`config.mk`:
```
export PLATFORM = sky130hd
export DESIGN_NAME = debounced_mode_dimmer_blinker
export DESIGN_NICKNAME = d
export VERILOG_FILES = /design/src/design/dmdb_pkg.sv /design/src/design/debounced_mode_dimmer_blinker.sv /design/src/design/dmdb_regs.sv /design/src/design/dmdb_scale.sv /design/src/design/dmdb_ctrl.sv
export SDC_FILE = /design/constraint.sdc
export NUM_CORES = 2
export LEC_CHECK = 0
export BUFFER_PORTS_ARGS = -buffer_cell sky130_fd_sc_hd__buf_2
export CORE_AREA = 5 5 480 245
export DETAILED_ROUTE_END_ITERATION = 12
export DIE_AREA = 0 0 485 250
export PLACE_DENSITY = 0.58
export SYNTH_ARGS = -nofsm -noshare
export SYNTH_HDL_FRONTEND = slang
export SYNTH_SLANG_ARGS = --single-unit
```
`constraint.sdc`:
```
create_clock -name clk -period 20.2 [get_ports clk]
set_input_delay 3.03 -clock clk [delete_from_list [all_inputs] [get_ports clk]]
set_output_delay 3.03 -clock clk [all_outputs]
set_load 0.1 [all_outputs]
```
`src/design/dmdb_pkg.sv`:
```
package dmdb_pkg;

  localparam int TIME_WIDTH   = 48;
  localparam int SAMPLE_BITS  = 12;
  localparam int SAMPLE_MAX   = 4095;
  localparam int DUTY_BITS    = 10;
  localparam int DUTY_MAX     = 1023;
  localparam int PERIOD_BITS  = 14;
  localparam int DEBOUNCE_BITS = 20;
  localparam int HALF_BITS    = 23;
  localparam int HALF_SCALE   = 500;
  localparam int QUOT_IN_BITS = 26;

  localparam int ADDR_BITS = 4;
  localparam int DATA_BITS = 32;

  localparam logic [1:0] REG_DEBOUNCE_TIME = 2'd0;
  localparam logic [1:0] REG_MIN_PERIOD_MS = 2'd1;
  localparam logic [1:0] REG_MAX_PERIOD_MS = 2'd2;

  localparam logic [DEBOUNCE_BITS-1:0] DEBOUNCE_RESET = 20'd50000;
  localparam logic [PERIOD_BITS-1:0]   MIN_PERIOD_RESET = 14'd100;
  localparam logic [PERIOD_BITS-1:0]   MAX_PERIOD_RESET = 14'd1000;

  typedef struct packed {
    logic [TIME_WIDTH-1:0]  now_us;
    logic                   button_level;
    logic [SAMPLE_BITS-1:0] pot_sample;
    logic [SAMPLE_BITS-1:0] light_sample;
  } poll_t;

  typedef struct packed {
    logic [DUTY_BITS-1:0]   duty;
    logic                   blink_level;
    logic                   mode;
    logic [SAMPLE_BITS-1:0] selected_sample;
  } result_t;

  typedef struct packed {
    logic [DEBOUNCE_BITS-1:0] debounce_time;
    logic [PERIOD_BITS-1:0]   min_period_ms;
    logic [PERIOD_BITS-1:0]   max_period_ms;
  } cfg_t;

  // per-poll values worked out for both samples ahead of the state update
  typedef struct packed {
    logic [TIME_WIDTH-1:0]  now_us;
    logic                   button_level;
    logic [SAMPLE_BITS-1:0] pot_sample;
    logic [SAMPLE_BITS-1:0] light_sample;
    logic [DUTY_BITS-1:0]   duty_pot;
    logic [DUTY_BITS-1:0]   duty_light;
    logic [HALF_BITS-1:0]   half_pot;
    logic [HALF_BITS-1:0]   half_light;
  } pre_t;

  // x / (2^12 - 1) by folding: x = a*4096 + b = a*4095 + (a + b)
  function automatic logic [PERIOD_BITS:0] div_sample_max(input logic [QUOT_IN_BITS-1:0] x);
    logic [QUOT_IN_BITS-SAMPLE_BITS-1:0] a;
    logic [QUOT_IN_BITS-SAMPLE_BITS:0]   s1;
    logic [2:0]                          a2;
    logic [SAMPLE_BITS:0]                s2;
    a  = x[QUOT_IN_BITS-1:SAMPLE_BITS];
    s1 = {1'b0, a} + (QUOT_IN_BITS - SAMPLE_BITS + 1)'(x[SAMPLE_BITS-1:0]);
    a2 = s1[QUOT_IN_BITS-SAMPLE_BITS:SAMPLE_BITS];
    s2 = {1'b0, s1[SAMPLE_BITS-1:0]} + (SAMPLE_BITS + 1)'(a2);
    return (PERIOD_BITS + 1)'(a) + (PERIOD_BITS + 1)'(a2)
         + (PERIOD_BITS + 1)'(s2 >= (SAMPLE_BITS + 1)'(SAMPLE_MAX));
  endfunction

endpackage

```
`src/design/debounced_mode_dimmer_blinker.sv`:
```
// Debounced two-mode dimmer with a variable-rate blinker.
// poll channel: one beat per poll carries now_us, the raw button level
// (0 pressed) and the pot and light samples. result channel: one beat per
// poll with duty, blink level, mode and the selected sample. A beat moves
// at a clock edge where valid is high and stall is low.
// Registers sit on the APB port at byte addresses 0 (debounce_time),
// 4 (min_period_ms) and 8 (max_period_ms); write them only while idle.
// A poll that is taken passes the input, multiply and divide registers and
// then the result register. Throughput is one poll per cycle while the
// result side does not stall; the limit is the debounce and blink state
// update, which must finish before the next poll. When the result side
// stalls, the held result and the three pipeline stages in front of it
// fill up, and only then is stall raised on the poll channel. Reset empties
// the pipeline, restores the register defaults, sets the accepted level to
// released, mode to manual, blink off and both timestamps to zero.
module debounced_mode_dimmer_blinker (
  input  logic                            clk,
  input  logic                            rst,
  input  logic                            poll_valid,
  output logic                            poll_stall,
  input  dmdb_pkg::poll_t                 poll,
  output logic                            result_valid,
  input  logic                            result_stall,
  output dmdb_pkg::result_t               result,
  input  logic                            psel,
  input  logic                            penable,
  input  logic                            pwrite,
  input  logic [dmdb_pkg::ADDR_BITS-1:0]  paddr,
  input  logic [dmdb_pkg::DATA_BITS-1:0]  pwdata,
  output logic [dmdb_pkg::DATA_BITS-1:0]  prdata,
  output logic                            pready
);

  dmdb_pkg::cfg_t cfg;
  dmdb_pkg::pre_t pre;
  logic           pre_valid;
  logic           pre_ready;

  dmdb_regs u_regs (
    .clk     (clk),
    .rst     (rst),
    .psel    (psel),
    .penable (penable),
    .pwrite  (pwrite),
    .paddr   (paddr),
    .pwdata  (pwdata),
    .prdata  (prdata),
    .pready  (pready),
    .cfg     (cfg)
  );

  dmdb_scale u_scale (
    .clk        (clk),
    .rst        (rst),
    .cfg        (cfg),
    .poll_valid (poll_valid),
    .poll_stall (poll_stall),
    .poll       (poll),
    .pre_valid  (pre_valid),
    .pre_ready  (pre_ready),
    .pre        (pre)
  );

  dmdb_ctrl u_ctrl (
    .clk          (clk),
    .rst          (rst),
    .cfg          (cfg),
    .pre_valid    (pre_valid),
    .pre_ready    (pre_ready),
    .pre          (pre),
    .result_valid (result_valid),
    .result_stall (result_stall),
    .result       (result)
  );

endmodule

```
`src/design/dmdb_regs.sv`:
```
module dmdb_regs (
  input  logic                            clk,
  input  logic                            rst,
  input  logic                            psel,
  input  logic                            penable,
  input  logic                            pwrite,
  input  logic [dmdb_pkg::ADDR_BITS-1:0]  paddr,
  input  logic [dmdb_pkg::DATA_BITS-1:0]  pwdata,
  output logic [dmdb_pkg::DATA_BITS-1:0]  prdata,
  output logic                            pready,
  output dmdb_pkg::cfg_t                  cfg
);

  logic [1:0] reg_index;
  logic       wr_en;

  assign reg_index = paddr[3:2];
  assign wr_en     = psel && penable && pwrite;
  assign pready    = 1'b1;

  always_ff @(posedge clk) begin
    if (rst) begin
      cfg.debounce_time <= dmdb_pkg::DEBOUNCE_RESET;
      cfg.min_period_ms <= dmdb_pkg::MIN_PERIOD_RESET;
      cfg.max_period_ms <= dmdb_pkg::MAX_PERIOD_RESET;
    end else if (wr_en) begin
      unique case (reg_index)
        dmdb_pkg::REG_DEBOUNCE_TIME: begin
          cfg.debounce_time <= pwdata[dmdb_pkg::DEBOUNCE_BITS-1:0];
        end
        dmdb_pkg::REG_MIN_PERIOD_MS: begin
          cfg.min_period_ms <= pwdata[dmdb_pkg::PERIOD_BITS-1:0];
        end
        dmdb_pkg::REG_MAX_PERIOD_MS: begin
          cfg.max_period_ms <= pwdata[dmdb_pkg::PERIOD_BITS-1:0];
        end
        default: begin
        end
      endcase
    end
  end

  always_comb begin
    unique case (reg_index)
      dmdb_pkg::REG_DEBOUNCE_TIME: prdata = dmdb_pkg::DATA_BITS'(cfg.debounce_time);
      dmdb_pkg::REG_MIN_PERIOD_MS: prdata = dmdb_pkg::DATA_BITS'(cfg.min_period_ms);
      dmdb_pkg::REG_MAX_PERIOD_MS: prdata = dmdb_pkg::DATA_BITS'(cfg.max_period_ms);
      default:                     prdata = '0;
    endcase
  end

endmodule

```
`src/design/dmdb_scale.sv`:
```
module dmdb_scale (
  input  logic            clk,
  input  logic            rst,
  input  dmdb_pkg::cfg_t  cfg,
  input  logic            poll_valid,
  output logic            poll_stall,
  input  dmdb_pkg::poll_t poll,
  output logic            pre_valid,
  input  logic            pre_ready,
  output dmdb_pkg::pre_t  pre
);

  localparam int PROD_BITS = dmdb_pkg::SAMPLE_BITS + dmdb_pkg::PERIOD_BITS + 2;
  localparam int DPROD_BITS = dmdb_pkg::SAMPLE_BITS + dmdb_pkg::DUTY_BITS;

  typedef struct packed {
    logic [dmdb_pkg::TIME_WIDTH-1:0]  now_us;
    logic                             button_level;
    logic [dmdb_pkg::SAMPLE_BITS-1:0] pot_sample;
    logic [dmdb_pkg::SAMPLE_BITS-1:0] light_sample;
    logic signed [PROD_BITS-1:0]      prod_pot;
    logic signed [PROD_BITS-1:0]      prod_light;
  } mul_t;

  typedef struct packed {
    logic [dmdb_pkg::TIME_WIDTH-1:0]  now_us;
    logic                             button_level;
    logic [dmdb_pkg::SAMPLE_BITS-1:0] pot_sample;
    logic [dmdb_pkg::SAMPLE_BITS-1:0] light_sample;
    logic [dmdb_pkg::DUTY_BITS-1:0]   duty_pot;
    logic [dmdb_pkg::DUTY_BITS-1:0]   duty_light;
    logic [dmdb_pkg::PERIOD_BITS-1:0] period_pot;
    logic [dmdb_pkg::PERIOD_BITS-1:0] period_light;
  } div_t;

  dmdb_pkg::poll_t in_q;
  mul_t            mul_q;
  div_t            div_q;
  logic            in_v;
  logic            mul_v;
  logic            div_v;
  logic            in_ready;
  logic            mul_ready;
  logic            div_ready;
  mul_t            mul_next;
  div_t            div_next;
  dmdb_pkg::pre_t  pre_next;

  logic signed [dmdb_pkg::PERIOD_BITS:0] span;

  // each stage takes a beat when it is empty or its content moves on
  assign div_ready  = !div_v || pre_ready;
  assign mul_ready  = !mul_v || div_ready;
  assign in_ready   = !in_v || mul_ready;
  assign poll_stall = !in_ready;

  function automatic logic [dmdb_pkg::PERIOD_BITS-1:0] period_of(
    input logic signed [PROD_BITS-1:0]        prod,
    input logic [dmdb_pkg::PERIOD_BITS-1:0]   max_ms
  );
    logic [PROD_BITS-1:0]             mag;
    logic [dmdb_pkg::PERIOD_BITS:0]   q;
    logic [dmdb_pkg::PERIOD_BITS:0]   p;
    mag = prod[PROD_BITS-1] ? PROD_BITS'(-prod) : PROD_BITS'(prod);
    q   = dmdb_pkg::div_sample_max(mag[dmdb_pkg::QUOT_IN_BITS-1:0]);
    // quotient truncates toward zero; result stays between min and max
    p   = prod[PROD_BITS-1] ? ({1'b0, max_ms} - q) : ({1'b0, max_ms} + q);
    return p[dmdb_pkg::PERIOD_BITS-1:0];
  endfunction

  function automatic logic [dmdb_pkg::DUTY_BITS-1:0] duty_of(
    input logic [dmdb_pkg::SAMPLE_BITS-1:0] s
  );
    logic [DPROD_BITS-1:0]            dp;
    logic [dmdb_pkg::PERIOD_BITS:0]   q;
    dp = {s, {dmdb_pkg::DUTY_BITS{1'b0}}} - DPROD_BITS'(s);
    q  = dmdb_pkg::div_sample_max(dmdb_pkg::QUOT_IN_BITS'(dp));
    if (q > (dmdb_pkg::PERIOD_BITS + 1)'(dmdb_pkg::DUTY_MAX)) begin
      q = (dmdb_pkg::PERIOD_BITS + 1)'(dmdb_pkg::DUTY_MAX);
    end
    return q[dmdb_pkg::DUTY_BITS-1:0];
  endfunction

  always_comb begin
    span = $signed({1'b0, cfg.min_period_ms}) - $signed({1'b0, cfg.max_period_ms});
    mul_next.now_us       = in_q.now_us;
    mul_next.button_level = in_q.button_level;
    mul_next.pot_sample   = in_q.pot_sample;
    mul_next.light_sample = in_q.light_sample;
    mul_next.prod_pot     = PROD_BITS'($signed({1'b0, in_q.pot_sample}) * span);
    mul_next.prod_light   = PROD_BITS'($signed({1'b0, in_q.light_sample}) * span);
  end

  always_comb begin
    div_next.now_us       = mul_q.now_us;
    div_next.button_level = mul_q.button_level;
    div_next.pot_sample   = mul_q.pot_sample;
    div_next.light_sample = mul_q.light_sample;
    div_next.duty_pot     = duty_of(mul_q.pot_sample);
    div_next.duty_light   = duty_of(mul_q.light_sample);
    div_next.period_pot   = period_of(mul_q.prod_pot, cfg.max_period_ms);
    div_next.period_light = period_of(mul_q.prod_light, cfg.max_period_ms);
  end

  always_comb begin
    pre_next.now_us       = div_q.now_us;
    pre_next.button_level = div_q.button_level;
    pre_next.pot_sample   = div_q.pot_sample;
    pre_next.light_sample = div_q.light_sample;
    pre_next.duty_pot     = div_q.duty_pot;
    pre_next.duty_light   = div_q.duty_light;
    // period in ms to half period in us
    pre_next.half_pot     = dmdb_pkg::HALF_BITS'(div_q.period_pot)
                          * dmdb_pkg::HALF_BITS'(dmdb_pkg::HALF_SCALE);
    pre_next.half_light   = dmdb_pkg::HALF_BITS'(div_q.period_light)
                          * dmdb_pkg::HALF_BITS'(dmdb_pkg::HALF_SCALE);
  end

  always_ff @(posedge clk) begin
    if (rst) begin
      in_v  <= 1'b0;
      mul_v <= 1'b0;
      div_v <= 1'b0;
    end else begin
      if (in_ready) begin
        in_v <= poll_valid;
      end
      if (mul_ready) begin
        mul_v <= in_v;
      end
      if (div_ready) begin
        div_v <= mul_v;
      end
    end
  end

  always_ff @(posedge clk) begin
    if (in_ready) begin
      in_q <= poll;
    end
    if (mul_ready) begin
      mul_q <= mul_next;
    end
    if (div_ready) begin
      div_q <= div_next;
    end
  end

  assign pre_valid = div_v;
  assign pre       = pre_next;

endmodule

```
`src/design/dmdb_ctrl.sv`:
```
module dmdb_ctrl (
  input  logic              clk,
  input  logic              rst,
  input  dmdb_pkg::cfg_t    cfg,
  input  logic              pre_valid,
  output logic              pre_ready,
  input  dmdb_pkg::pre_t    pre,
  output logic              result_valid,
  input  logic              result_stall,
  output dmdb_pkg::result_t result
);

  logic                            accepted_button_level;
  logic [dmdb_pkg::TIME_WIDTH-1:0] last_button_change_time;
  logic                            current_mode;
  logic                            blink_state;
  logic [dmdb_pkg::TIME_WIDTH-1:0] last_toggle_time;

  logic                            take;
  logic [dmdb_pkg::TIME_WIDTH-1:0] btn_elapsed;
  logic [dmdb_pkg::TIME_WIDTH-1:0] blink_elapsed;
  logic                            btn_change;
  logic                            mode_next;
  logic                            toggle;
  dmdb_pkg::result_t               result_next;

  assign pre_ready = !result_valid || !result_stall;
  assign take      = pre_valid && pre_ready;

  always_comb begin
    btn_elapsed   = pre.now_us - last_button_change_time;
    blink_elapsed = pre.now_us - last_toggle_time;
    btn_change    = (pre.button_level != accepted_button_level)
                 && (btn_elapsed > dmdb_pkg::TIME_WIDTH'(cfg.debounce_time));
    // accepted press flips the mode
    mode_next     = current_mode ^ (btn_change && !pre.button_level);
    // compare against both half periods, pick by the updated mode
    toggle        = mode_next
                  ? (blink_elapsed >= dmdb_pkg::TIME_WIDTH'(pre.half_light))
                  : (blink_elapsed >= dmdb_pkg::TIME_WIDTH'(pre.half_pot));
    result_next.duty            = mode_next ? pre.duty_light : pre.duty_pot;
    result_next.blink_level     = blink_state ^ toggle;
    result_next.mode            = mode_next;
    result_next.selected_sample = mode_next ? pre.light_sample : pre.pot_sample;
  end

  always_ff @(posedge clk) begin
    if (rst) begin
      accepted_button_level   <= 1'b1;
      last_button_change_time <= '0;
      current_mode            <= 1'b0;
      blink_state             <= 1'b0;
      last_toggle_time        <= '0;
      result_valid            <= 1'b0;
    end else begin
      if (pre_ready) begin
        result_valid <= pre_valid;
      end
      if (take) begin
        if (btn_change) begin
          accepted_button_level   <= pre.button_level;
          last_button_change_time <= pre.now_us;
        end
        current_mode <= mode_next;
        if (toggle) begin
          blink_state      <= ~blink_state;
          last_toggle_time <= pre.now_us;
        end
      end
    end
  end

  always_ff @(posedge clk) begin
    if (take) begin
      result <= result_next;
    end
  end

endmodule
```
==> impl_metrics.tcl <==
set metrics [dict create \
    status "completed" \
    slowest_delay_ns 0.66 \
    synth_top_area_share_pct 20.5 \
    synth_top_family_by_area "adder cells" \
    drive_above_1_share_pct 6.86 \
    syn_area_per_cell_um2 9.34 \
    cp.arrival_ns 11.32 \
    dieWidth_um 485 \
    cts.sink_count 496 \
    cap_viol_max_count 0 \
    synth_edf_count 345 \
    crit_buf_inv 1 \
    final.period_utilization_pct 54.2 \
    nets 6505 \
    synthMuxAreaShare_pct 2.07 \
    clock_path_buffers 3 \
    cp_max_fo 11 \
    cts_root_buf "clkbuf_16" \
    grt_max_degree 83 \
    rows 88 \
    numCtsBuffers 52 \
    synth_top_cell_by_area "edfxtp_1" \
    ys_seq_elements 496 \
    boundaryPins 175 \
    maxSlewHeadroom_pct 28.7 \
    seq_area_frac_synth_pct 26.5 \
    antenna_found_initial 24 \
    dpl.hpwl_um 114000 \
    drt-initial-drc-count 4033 \
    synth-compound-area-share_pct 13.1 \
    htree_levels 2 \
    vias 39200 \
    async_flop_share_pct 0 \
    fmax_mhz 91.4 \
    drv_slew 0 \
    wl_per_cell_um 20.2 \
    synth-xor-area-share_pct 6.53 \
    drt-total-wl_um 142000 \
    finalClockSkew_ns 0.0882 \
    final_antenna_net_count 0 \
    setup_ws_ns 9.26 \
    io_buffer_count 147 \
    synth_most_common_cell "inv_1" \
    synth_common_cells "699 x inv_1, 537 x nand2_1, 498 x ha_1" \
    dieArea_um2 121000 \
    critPathLaunchType "flip-flop" \
    fin_crit_ns 10.94 \
    die_y_um 250 \
    nFillCells 10800 \
    synth_adder_area_share_pct 29.8 \
    multi_input_area_um2 33700 \
    tightest_slew_ns 1.07 \
    crit_family "compound AO/OA/AOI/OAI gates" \
    required_ns 20.58 \
    clkTransAtPathRegs_ns 0.08 \
    crit_top_cell "a21oi_1" \
    overflow 0 \
    cts_tree "built" \
    setup_violations 0 \
    worstHoldPathType "flip-flop to flip-flop" \
    cts_resized 0 \
    synth-simple-area-share_pct 15.1 \
    grt_pass1_vias 36300 \
    rsz0062_at_grt "false" \
    coreArea_um2 114000 \
    regArea_um2 13400 \
    clk_latency_ns 0.69 \
    drt_first_pass_iters 6 \
    grtUsageTotal_pct 23.0 \
    pre_cts_slack_ns 9.51 \
    routabilityCongestion 0.944 \
    worst_path_max_delay_cell "nor2_1" \
    fin_tns_setup_ns 0 \
    vias_per_cell 5.57 \
    postCtsSetupRepairBufs 0 \
    yosys_warnings 0 \
    netlist-cell-type-count 104 \
    synth_area_um2 50400 \
    path_class "flip-flop to flip-flop" \
    synthToLayoutAreaGrowth_pct 8.25 \
    initial_utilization_pct 44.4 \
    ys_top_cells_by_area "edfxtp_1 21%, fa_1 17%, ha_1 12%" \
    critPathCaptureType "flip-flop" \
    synthCells 5399 \
    grt_pass1_wl_um 219000 \
    cts_hold_buf 0 \
    finalHoldViolations 0 \
    drc 0 \
    synth-main-ff-cell "edfxtp_1" \
]
[path summary, 6_finish.rpt]
path | cells past startpoint | slack, ns | from | to
max | 47 | 9.26 | u_scale.mul_q[9] | u_scale.div_q[13]
min | 0 | 0.41 | u_scale.in_q[63] | u_scale.div_next[111]
max reg2reg | 47 | 9.26 | u_scale.mul_q[9] | u_scale.div_q[13]
min reg2reg | 0 | 0.41 | u_scale.in_q[63] | u_scale.div_next[111]
[layout by cell type, fill, tap and decap left out, types with 12 or more instances in the layout]
cell type | Yosys | layout
o21ai_0 | 235 | 235
or3_1 | 28 | 28
dfxtp_1 | 151 | 151
o41ai_1 | 14 | 14
xnor2_1 | 267 | 262
o31ai_1 | 22 | 22
clkbuf_16 | 0 | 52
or2_2 | 15 | 15
nand4_1 | 40 | 40
nor2b_1 | 58 | 58
nor4_1 | 37 | 37
nand2b_1 | 45 | 45
buf_2 | 15 | 146
nor3b_1 | 13 | 12
and2_1 | 186 | 186
o211ai_1 | 29 | 29
edfxtp_1 | 345 | 345
mux2i_1 | 74 | 74
o21bai_1 | 51 | 51
a21oi_1 | 332 | 330
fa_1 | 439 | 439
o311ai_1 | 37 | 37
a31oi_1 | 30 | 30
a21o_1 | 66 | 66
a21boi_0 | 20 | 20
nor3_1 | 97 | 96
and3_1 | 75 | 75
inv_1 | 699 | 696
a211oi_1 | 23 | 23
nand3_1 | 71 | 70
xor2_1 | 109 | 108
buf_4 | 14 | 42
ha_1 | 498 | 498
nand2_1 | 537 | 536
conb_1 | 2 | 13
nor2_1 | 303 | 300
mux2_2 | 27 | 27
o21a_1 | 35 | 35
[registers in the layout (all words and copies together), names as in the netlist]
signal and flops:
u_ctrl.accepted_button_level 1, u_ctrl.blink_state 1, u_ctrl.current_mode 1, u_ctrl.last_button_change_time 48, u_ctrl.last_toggle_time 48, u_ctrl.result 24, u_ctrl.result_valid 1, u_regs.cfg 48
u_scale.div_next 73, u_scale.div_q 28, u_scale.in_q 73, u_scale.in_v 1, u_scale.mul_q 54, u_scale.mul_v 1, u_scale.pre 93, u_scale.pre_valid 1
[per-stage QoR]
| step | utilization, % | std cells | cell area [um2] | hold slack (ns) |
|---|---|---|---|---|
| after floorplan | - | 5410 | 50500 | 0.400 |
| after global placement | 46.4 | 6928 | 52700 | 0.402 |
| after detailed placement | 46.4 | 6928 | 52700 | 0.405 |
| after CTS | 48.0 | 7025 | 54600 | 0.414 |
| after global routing | 48.0 | 7026 | 54600 | 0.426 |
| final | 48.0 | 7030 | 54600 | 0.412 |
[logic make-up (layout without fill, tap and decap cells)]
logic type / after synthesis / after routing
AO/OA/AOI/OAI: 1027 / 1027
XOR/XNOR: 376 / 376
adder cells (fa/ha/maj): 938 / 938
buffers and inverters: 899 / 984
flip-flops: 496 / 496
multiplexers: 101 / 101
other: 2 / 18
AND/OR/NAND/NOR: 1560 / 1560
[layout make-up]
| type | count | area share, % |
|---|---|---|
| Timing Repair Buffer | 188 | 1.92 |
| Multi-Input combinational cell | 4015 | 61.8 |
| Tap cell | 1530 | 3.51 |
| Antenna cell | 5 | 0.0229 |
| Clock inverter | 39 | 0.972 |
| Clock buffer | 58 | 2.44 |
| Sequential cell | 496 | 24.5 |
| Inverter | 699 | 4.82 |
[per-layer routing]
metal	track usage (%)	vias up	share of wire, %
li1	-	18500	-
met1	41.2	19100	55
met2	26.3	1501	34
met3	5.88	98	11
met4	2.71	2	1.1
met5	0	-	0.011
Power is left out: the tool's default activity adds up to more than one toggle a clock period on the data nets, which glitch-free logic cannot reach.
